### src/dpf_pkg.sv
// Package for the duplicate packet filter: table entry type, outcome codes,
// register map and the command/status structs between controller and datapath.
// No dependencies.
package dpf_pkg;

  localparam int unsigned SENDER_W  = 32;
  localparam int unsigned SEQ_W     = 16;
  localparam int unsigned TIME_W    = 32;
  localparam int unsigned TIMEOUT_W = 16;

  localparam int unsigned APB_ADDR_W = 3;
  localparam int unsigned APB_DATA_W = 32;

  localparam logic [APB_ADDR_W-1:0] REG_FRESH_TIMEOUT   = 3'd0;
  localparam logic [TIMEOUT_W-1:0]  FRESH_TIMEOUT_RESET = 16'd30;

  typedef enum logic [1:0] {
    OUT_DUPLICATE = 2'd0,
    OUT_UPDATED   = 2'd1,
    OUT_INSERTED  = 2'd2,
    OUT_FULL      = 2'd3
  } outcome_t;

  typedef struct packed {
    logic [SENDER_W-1:0] sender;
    logic [SEQ_W-1:0]    seq;
    logic [TIME_W-1:0]   stamp;
  } entry_t;

  typedef struct packed {
    logic     in_ready;
    logic     load;
    logic     advance;
    logic     write;
    logic     result_load;
    outcome_t result_code;
  } dpf_cmd_t;

  typedef struct packed {
    logic in_valid;
    logic match;
    logic dup;
    logic empty;
    logic last;
    logic out_busy;
  } dpf_status_t;

endpackage

### src/dpf_if.sv
// Handshake channel interfaces for the duplicate packet filter: the packet
// channel and the verdict channel. Each carries valid, ready and its payload.
interface dpf_in_if;
  logic        valid;
  logic        ready;
  logic [31:0] sender_id;
  logic [15:0] sequence_number;
  logic [31:0] now_seconds;

  modport source (output valid, output sender_id, output sequence_number,
                  output now_seconds, input ready);
  modport sink   (input valid, input sender_id, input sequence_number,
                  input now_seconds, output ready);
endinterface

interface dpf_out_if;
  logic       valid;
  logic       ready;
  logic       is_fresh;
  logic [1:0] outcome;

  modport source (output valid, output is_fresh, output outcome, input ready);
  modport sink   (input valid, input is_fresh, input outcome, output ready);
endinterface

### src/dpf_regs.sv
// APB-style configuration register block holding the freshness timeout.
// Depends on dpf_pkg.
module dpf_regs (
  input  logic                            clk,
  input  logic                            rst,
  input  logic                            psel,
  input  logic                            penable,
  input  logic                            pwrite,
  input  logic [dpf_pkg::APB_ADDR_W-1:0]  paddr,
  input  logic [dpf_pkg::APB_DATA_W-1:0]  pwdata,
  output logic [dpf_pkg::APB_DATA_W-1:0]  prdata,
  output logic                            pready,
  output logic [dpf_pkg::TIMEOUT_W-1:0]   fresh_timeout
);
  import dpf_pkg::*;

  logic wr_en;

  assign pready = 1'b1;
  assign wr_en  = psel && penable && pwrite && (paddr == REG_FRESH_TIMEOUT);

  always_ff @(posedge clk) begin
    if (rst) begin
      fresh_timeout <= FRESH_TIMEOUT_RESET;
    end else if (wr_en) begin
      fresh_timeout <= pwdata[TIMEOUT_W-1:0];
    end
  end

  always_comb begin
    if (paddr == REG_FRESH_TIMEOUT) begin
      prdata = {{(APB_DATA_W-TIMEOUT_W){1'b0}}, fresh_timeout};
    end else begin
      prdata = '0;
    end
  end

endmodule

### src/dpf_ctrl.sv
// Controller state machine of the duplicate packet filter: sequences the
// table scan and the result hand-off. Depends on dpf_pkg.
module dpf_ctrl (
  input  logic                 clk,
  input  logic                 rst,
  input  dpf_pkg::dpf_status_t status,
  output dpf_pkg::dpf_cmd_t    cmd
);
  import dpf_pkg::*;

  typedef enum logic [2:0] {
    S_IDLE = 3'b001,
    S_SCAN = 3'b010,
    S_DONE = 3'b100
  } state_t;

  state_t   state, state_next;
  outcome_t code, code_next;

  always_ff @(posedge clk) begin
    if (rst) begin
      state <= S_IDLE;
      code  <= OUT_FULL;
    end else begin
      state <= state_next;
      code  <= code_next;
    end
  end

  always_comb begin
    state_next      = state;
    code_next       = code;
    cmd             = '0;
    cmd.result_code = code;
    unique case (state)
      S_IDLE: begin
        cmd.in_ready = 1'b1;
        if (status.in_valid) begin
          cmd.load   = 1'b1;
          state_next = S_SCAN;
        end
      end
      S_SCAN: begin
        if (status.match) begin
          cmd.write  = 1'b1;
          code_next  = status.dup ? OUT_DUPLICATE : OUT_UPDATED;
          state_next = S_DONE;
        end else if (status.empty) begin
          cmd.write  = 1'b1;
          code_next  = OUT_INSERTED;
          state_next = S_DONE;
        end else if (status.last) begin
          code_next  = OUT_FULL;
          state_next = S_DONE;
        end else begin
          cmd.advance = 1'b1;
        end
      end
      S_DONE: begin
        if (!status.out_busy) begin
          cmd.result_load = 1'b1;
          state_next      = S_IDLE;
        end
      end
      default: begin
        state_next = S_IDLE;
      end
    endcase
  end

endmodule

### src/dpf_datapath.sv
// Datapath of the duplicate packet filter: packet latch, scan index, entry
// memory with per-entry valid bits, compare logic and result register.
// Depends on dpf_pkg and the channel interfaces in dpf_if.sv.
module dpf_datapath #(
  parameter int unsigned TABLE_ENTRIES = 16
) (
  input  logic                           clk,
  input  logic                           rst,
  dpf_in_if.sink                         in_ch,
  dpf_out_if.source                      out_ch,
  input  logic [dpf_pkg::TIMEOUT_W-1:0]  fresh_timeout,
  input  dpf_pkg::dpf_cmd_t              cmd,
  output dpf_pkg::dpf_status_t           status
);
  import dpf_pkg::*;

  localparam int unsigned IDX_W = (TABLE_ENTRIES > 1) ? $clog2(TABLE_ENTRIES) : 1;
  localparam logic [IDX_W-1:0] LAST_IDX = IDX_W'(TABLE_ENTRIES - 1);

  entry_t                   mem [TABLE_ENTRIES];
  logic [TABLE_ENTRIES-1:0] vld;

  entry_t              cur;
  logic [IDX_W-1:0]    idx;
  logic [IDX_W-1:0]    rd_addr;
  entry_t              rd_entry;
  logic                rd_valid;
  entry_t              eff;
  logic [TIME_W:0]     limit;

  logic     out_valid;
  logic     out_fresh;
  outcome_t out_code;

  assign in_ch.ready = cmd.in_ready;

  // Packet latch and scan index.
  always_ff @(posedge clk) begin
    if (cmd.load) begin
      cur.sender <= in_ch.sender_id;
      cur.seq    <= in_ch.sequence_number;
      cur.stamp  <= in_ch.now_seconds;
    end
  end

  always_ff @(posedge clk) begin
    if (rst) begin
      idx <= '0;
    end else if (cmd.load) begin
      idx <= '0;
    end else if (cmd.advance) begin
      idx <= idx + 1'b1;
    end
  end

  // Read one entry ahead of the compare so the scan covers one entry a cycle.
  always_comb begin
    if (cmd.load || idx == LAST_IDX) begin
      rd_addr = '0;
    end else begin
      rd_addr = idx + 1'b1;
    end
  end

  always_ff @(posedge clk) begin
    rd_entry <= mem[rd_addr];
    if (cmd.write) begin
      mem[idx] <= cur;
    end
  end

  always_ff @(posedge clk) begin
    if (rst) begin
      vld      <= '0;
      rd_valid <= 1'b0;
    end else begin
      rd_valid <= vld[rd_addr];
      if (cmd.write) begin
        vld[idx] <= 1'b1;
      end
    end
  end

  // An entry never written reads as empty.
  assign eff   = rd_valid ? rd_entry : '0;
  assign limit = {1'b0, eff.stamp} + {{(TIME_W+1-TIMEOUT_W){1'b0}}, fresh_timeout};

  assign status.in_valid = in_ch.valid;
  assign status.match    = (eff.sender == cur.sender);
  assign status.dup      = (eff.seq == cur.seq) && ({1'b0, cur.stamp} < limit);
  assign status.empty    = (eff.sender == '0);
  assign status.last     = (idx == LAST_IDX);
  assign status.out_busy = out_valid && !out_ch.ready;

  // Result register.
  always_ff @(posedge clk) begin
    if (rst) begin
      out_valid <= 1'b0;
    end else if (cmd.result_load) begin
      out_valid <= 1'b1;
    end else if (out_ch.ready) begin
      out_valid <= 1'b0;
    end
  end

  always_ff @(posedge clk) begin
    if (cmd.result_load) begin
      out_code  <= cmd.result_code;
      out_fresh <= (cmd.result_code != OUT_DUPLICATE);
    end
  end

  assign out_ch.valid    = out_valid;
  assign out_ch.is_fresh = out_fresh;
  assign out_ch.outcome  = out_code;

endmodule

### src/duplicate_packet_filter_top.sv
// Top level of the duplicate packet filter: joins the register block, the
// controller and the datapath. Depends on dpf_pkg, dpf_if, dpf_regs,
// dpf_ctrl and dpf_datapath.
//
// Usage: packets enter on in_ch as beats carrying sender_id, sequence_number
// and now_seconds. For every packet beat exactly one verdict beat leaves on
// out_ch with is_fresh (1 keep, 0 drop) and outcome (duplicate, updated,
// inserted, table full). The freshness timeout in seconds sits at APB byte
// address 0; the user writes it only while idle; the block does not check.
// Operation: the block works on one packet at a time. After the
// accepting edge the table is scanned one entry per cycle from index 0, the
// scan being set by the single read port of the entry memory. The scan stops
// at the first entry whose sender matches or that is empty, or at the last
// entry; the verdict register is then loaded once it is free, and only after
// that can a new packet be taken.
// Reset: rst clears the per-entry valid bits, which empties the whole table,
// and sets the timeout back to 30 seconds. No clearing pass.
// Stalls: the verdict register holds its beat while out_ch.ready is low. The
// next packet can be scanned meanwhile, but its verdict waits until the held
// beat is taken, and no further packet is accepted until then.
module duplicate_packet_filter_top #(
  parameter int unsigned TABLE_ENTRIES = 16
) (
  input  logic                            clk,
  input  logic                            rst,
  dpf_in_if.sink                          in_ch,
  dpf_out_if.source                       out_ch,
  input  logic                            psel,
  input  logic                            penable,
  input  logic                            pwrite,
  input  logic [dpf_pkg::APB_ADDR_W-1:0]  paddr,
  input  logic [dpf_pkg::APB_DATA_W-1:0]  pwdata,
  output logic [dpf_pkg::APB_DATA_W-1:0]  prdata,
  output logic                            pready
);
  import dpf_pkg::*;

  logic [TIMEOUT_W-1:0] fresh_timeout;
  dpf_cmd_t             cmd;
  dpf_status_t          status;

  // Configuration registers.
  dpf_regs u_regs (
    .clk           (clk),
    .rst           (rst),
    .psel          (psel),
    .penable       (penable),
    .pwrite        (pwrite),
    .paddr         (paddr),
    .pwdata        (pwdata),
    .prdata        (prdata),
    .pready        (pready),
    .fresh_timeout (fresh_timeout)
  );

  // Scan sequencer: issues load, advance, write and result commands.
  dpf_ctrl u_ctrl (
    .clk    (clk),
    .rst    (rst),
    .status (status),
    .cmd    (cmd)
  );

  // Entry table, compare logic and verdict register.
  dpf_datapath #(
    .TABLE_ENTRIES (TABLE_ENTRIES)
  ) u_datapath (
    .clk           (clk),
    .rst           (rst),
    .in_ch         (in_ch),
    .out_ch        (out_ch),
    .fresh_timeout (fresh_timeout),
    .cmd           (cmd),
    .status        (status)
  );

endmodule

### src/flat_wrapper.sv
// flat-port wrapper written by rule: the top's interface ports become plain ports
module duplicate_packet_filter_top_flat import dpf_pkg::*;
#(
  parameter int unsigned TABLE_ENTRIES = 16
)
  (clk, rst, psel, penable, pwrite, paddr, pwdata, prdata, pready, in_ch_valid, in_ch_sender_id, in_ch_sequence_number, in_ch_now_seconds, in_ch_ready, out_ch_valid, out_ch_is_fresh, out_ch_outcome, out_ch_ready);
  dpf_in_if in_ch_i ();
  dpf_out_if out_ch_i ();
  input  logic clk;
  input  logic rst;
  input  logic psel;
  input  logic penable;
  input  logic pwrite;
  input  logic [dpf_pkg::APB_ADDR_W-1:0] paddr;
  input  logic [dpf_pkg::APB_DATA_W-1:0] pwdata;
  output logic [dpf_pkg::APB_DATA_W-1:0] prdata;
  output logic pready;
  input wire logic [$bits(in_ch_i.valid)-1:0] in_ch_valid;
  input wire logic [$bits(in_ch_i.sender_id)-1:0] in_ch_sender_id;
  input wire logic [$bits(in_ch_i.sequence_number)-1:0] in_ch_sequence_number;
  input wire logic [$bits(in_ch_i.now_seconds)-1:0] in_ch_now_seconds;
  output wire logic [$bits(in_ch_i.ready)-1:0] in_ch_ready;
  output wire logic [$bits(out_ch_i.valid)-1:0] out_ch_valid;
  output wire logic [$bits(out_ch_i.is_fresh)-1:0] out_ch_is_fresh;
  output wire logic [$bits(out_ch_i.outcome)-1:0] out_ch_outcome;
  input wire logic [$bits(out_ch_i.ready)-1:0] out_ch_ready;
  assign in_ch_i.valid = in_ch_valid;
  assign in_ch_i.sender_id = in_ch_sender_id;
  assign in_ch_i.sequence_number = in_ch_sequence_number;
  assign in_ch_i.now_seconds = in_ch_now_seconds;
  assign in_ch_ready = in_ch_i.ready;
  assign out_ch_valid = out_ch_i.valid;
  assign out_ch_is_fresh = out_ch_i.is_fresh;
  assign out_ch_outcome = out_ch_i.outcome;
  assign out_ch_i.ready = out_ch_ready;
  duplicate_packet_filter_top #(.TABLE_ENTRIES(TABLE_ENTRIES)) u_core (.clk(clk), .rst(rst), .in_ch(in_ch_i), .out_ch(out_ch_i), .psel(psel), .penable(penable), .pwrite(pwrite), .paddr(paddr), .pwdata(pwdata), .prdata(prdata), .pready(pready));
endmodule
### config.mk
export PLATFORM = sky130hd
export DESIGN_NAME = duplicate_packet_filter_top_flat
export DESIGN_NICKNAME = d
export VERILOG_FILES = /design/src/dpf_pkg.sv /design/src/dpf_if.sv /design/src/dpf_regs.sv /design/src/dpf_ctrl.sv /design/src/dpf_datapath.sv /design/src/duplicate_packet_filter_top.sv /design/src/flat_wrapper.sv
export SDC_FILE = /design/constraint.sdc
export NUM_CORES = 2
export LEC_CHECK = 0
export ABC_AREA = 0
export BUFFER_PORTS_ARGS = -buffer_cell sky130_fd_sc_hd__buf_2
export CAP_MARGIN = 40
export CORE_MARGIN = 3
export CORE_UTILIZATION = 30
export DETAILED_ROUTE_END_ITERATION = 8
export GPL_TIMING_DRIVEN = 0
export PLACE_DENSITY = 0.45
export SYNTH_ARGS = -nofsm -noshare
export SYNTH_HDL_FRONTEND = slang
export SYNTH_SLANG_ARGS = --single-unit
### constraint.sdc
create_clock -name clk -period 10.5 [get_ports clk]
set_input_delay 0 -clock clk [delete_from_list [all_inputs] [get_ports clk]]
set_output_delay 0 -clock clk [all_outputs]
set_load 0.02 [all_outputs]
==> impl_metrics.env <==
export IMPL_status="complete, no violations"
export IMPL_cp_max_fo=10
export IMPL_cp_end_kind="register"
export IMPL_vias=37600
export IMPL_mostFrequentLayoutCell="edfxtp_1"
export IMPL_io_pins=160
export IMPL_worst_pin_slew_ns=0.942
export IMPL_ys_async_sr_fraction_pct=0
export IMPL_syn_area_per_cell_um2=14.2
export IMPL_core_area_mm2=0.193
export IMPL_stdcell_count=7376
export IMPL_final_min_clock_period_ns=6.77
export IMPL_antenna_left=0
export IMPL_internal_power_mw=10.1
export IMPL_clk_pin_slew_ns=0.06
export IMPL_finalHoldViolCount=0
export IMPL_grt_pass1_vias=37200
export IMPL_start_kind="register"
export IMPL_die_w_um=447
export IMPL_dr_pass1_iters=8
export IMPL_syn_instance_count=4110
export IMPL_fillers=18300
export IMPL_yosysWarningCount=0
export IMPL_dp_cells=6851
export IMPL_grt_overflow=0
export IMPL_synth_seq_cells=1486
export IMPL_fin_crit_sh_pct=64.4
export IMPL_cts_setup_buffers=0
export IMPL_max_cap_violations=0
export IMPL_start_util_pct=30.2
export IMPL_vias_per_cell=5.10
export IMPL_finalPower_mw=13.1
export IMPL_drive_above_1_share_pct=13.8
export IMPL_drtIter0Drc=3135
export IMPL_wire_per_inst_um=24.4
export IMPL_antenna_found_initial=16
export IMPL_grt_usage_pct=17.7
export IMPL_maxSlewHeadroom_pct=37.2
export IMPL_layout_common_cells="edfxtp_1 (1363), nand2_1 (722), nand3_1 (361), o221ai_1 (322), buf_2 (291)"
export IMPL_clock_sinks=1486
export IMPL_cts_tree="yes"
export IMPL_syn_area_mm2=0.0583
export IMPL_fp_dieH_um=447
export IMPL_yosysSeqAreaShare_pct=74.4
export IMPL_p_leak_nw=23.6
export IMPL_numCtsBuffers=166
export IMPL_ys_flop_type="edfxtp_1"
export IMPL_route_detailed_drc=0
export IMPL_critical_path_arrival_ns=7.47
export IMPL_finalNetCount=4879
export IMPL_cellPowerDensity_mw_per_mm2=183
export IMPL_p_clk_share_pct=43.3
export IMPL_cts_root_buf="clkbuf_16"
export IMPL_routed_wl_um=180000
export IMPL_gp_congestion=0.797
export IMPL_seqPwrFrac_pct=51.7
export IMPL_finClkSkew_ns=0.0407
export IMPL_comb_power_share_pct=5.0
export IMPL_grt_first_pass_wirelength_um=260000
export IMPL_hpwlAfterDp_um=121000
export IMPL_die_area_mm2=0.200
export IMPL_synth_edff_count=1363
export IMPL_rsz0062_at_grt="false"
export IMPL_hp_class="primary input to register"
export IMPL_holdWs_ns=0.104
export IMPL_switching_share_pct=22.9
export IMPL_grt_start_max_net_pins=53
export IMPL_rows=161
export IMPL_port_buffers=125
export IMPL_slowest_stage="a2111o_1"
export IMPL_cts_buffer_depth=3
export IMPL_cts_htree_levels=4
export IMPL_max_stage_delay_ns=0.53
export IMPL_clock_fmax_ghz=0.148
export IMPL_critPathRequiredTime_ns=11.20
export IMPL_synth_cell_types=68
export IMPL_ir_worst_vdd_mv=0.166
export IMPL_p_switching_mw=2.99
export IMPL_critPathKind="register to register"
export IMPL_maxSlewViolCount=0
export IMPL_crit_chain="buf_4 -> buf_2 -> clkbuf_1 -> buf_8 -> clkbuf_1 -> and2_1 -> ha_1 -> a211oi_1 -> o21ai_0 -> a2111oi_0 -> nor3_1 -> a211o_1 -> nand4_1 -> xnor2_1 -> nand2_1 -> ha_1 -> nand4_1 -> a2111o_1 -> a31oi_1 -> o21ai_0 -> a32o_1 -> a22oi_1"
export IMPL_setup_viol=0
export IMPL_areaGrowthSynthToFinish_pct=22.4
export IMPL_clkLatencyLatePin_ns=0.81
per-layer routing:
metal	part of all wire, %	GRT usage (%)	up-vias
met5	0	0	-
met4	2.4	5.04	0
met3	5.1	2.80	247
met2	47	28.8	1069
met1	45	24.4	19000
li1	-	-	17200
synth_stat cells (all sizes together) (39+ instances only):
cell type  count  area share [%]
o22ai         39            0.46
clkbuf       113            0.73
nor2          49            0.33
nand2        728             4.7
buf          200             1.9
dfxtp        123             4.2
a31oi         86            0.92
nand3        361             3.1
a311oi        81             1.2
ha            51             1.1
edfxtp      1363              70
a21oi        278             2.4
o221ai       322             4.8
path summary, 6_finish.rpt:
kind,startpoint,to,slack [ns],depth (start not counted)
worst max-delay path,u_core.u_datapath.rd_valid,u_core.u_ctrl.code[0],3.73,22
worst min-delay path,penable,u_core.u_regs.fresh_timeout[12],0.10,5
worst max register to register,u_core.u_datapath.rd_valid,u_core.u_ctrl.code[0],3.73,22
worst min register to register,u_core.u_regs.fresh_timeout[11],u_core.u_regs.fresh_timeout[11],0.48,2
layout make-up:
type	count	area (µm²)	share of cell area, %
diodes	4	10.0	0.0140
clock buffers	226	4530	6.35
well taps	2526	3160	4.43
inverters	18	67.6	0.0947
plain buffers	313	1510	2.12
multi-input cells	2308	13500	18.9
flip-flops and latches	1486	43400	60.8
repair buffers	412	4420	6.20
clock inverters	83	754	1.06
per-stage QoR:
step | util (%) | instance area [µm²] | setup TNS [ns] | setup slack [ns]
2_1_floorplan | - | 58300 | 0 | 4.77
3_3_place_gp | 32.2 | 62100 | -201.26 | -0.481
3_5_place_dp | 33.2 | 63900 | 0 | 3.80
4_1_cts | 37.0 | 71300 | 0 | 3.76
5_1_grt | 37.0 | 71300 | 0 | 3.38
6_report | 37.0 | 71300 | 0 | 3.73
kinds of logic after synthesis:
group           Yosys count  share of synthesized area [%]
buf+inv                 331                           2.71
mux                       1                         0.0172
xor+xnor                 58                          0.871
flops                  1486                           74.4
fa+ha+maj                52                           1.13
compound gates          899                           11.0
simple gates           1281                           9.85
other cells               2                         0.0129
registers in the layout (all words and copies together) (netlist names):
signal                             cells
u_core.u_datapath.rd_entry            80
u_core.u_datapath.out_ch.valid         1
u_core.u_ctrl.state                    3
u_core.u_datapath.cur                 80
u_core.u_datapath.idx                  4
u_core.u_datapath.mem               1280
u_core.u_datapath.vld                 16
u_core.u_datapath.rd_valid             1
u_core.u_regs.fresh_timeout           16
u_core.u_datapath.out_ch.is_fresh      1
u_core.u_datapath.out_ch.outcome       2
u_core.u_ctrl.code                     2
what timing repair did:
action                    CTS  global route
hold buffers              211             0
hold endpoints to repair  138             0
resized for setup           0             0
power by group through the flow:
stage | registers [mW] | clock network [mW] | logic [mW]
2_1_floorplan | 6.79 | 0 | 0.338
3_3_place_gp | 6.89 | 0 | 0.562
3_5_place_dp | 6.88 | 0 | 0.602
4_1_cts | 6.75 | 5.80 | 0.661
5_1_grt | 6.76 | 6.02 | 0.716
6_report | 6.75 | 5.65 | 0.653
critical path, delay by kind of cell (launching register included):
family	cells	cell delay, ns
DFF	1	0.31
buffers and inverters	5	1.65
AOI/OAI and AO/OA	9	3.02
adders and majority gates	2	0.57
and+or+nand+nor	5	0.95
xor gates and xnor gates	1	0.13
Power figures use the tool's default switching activity.
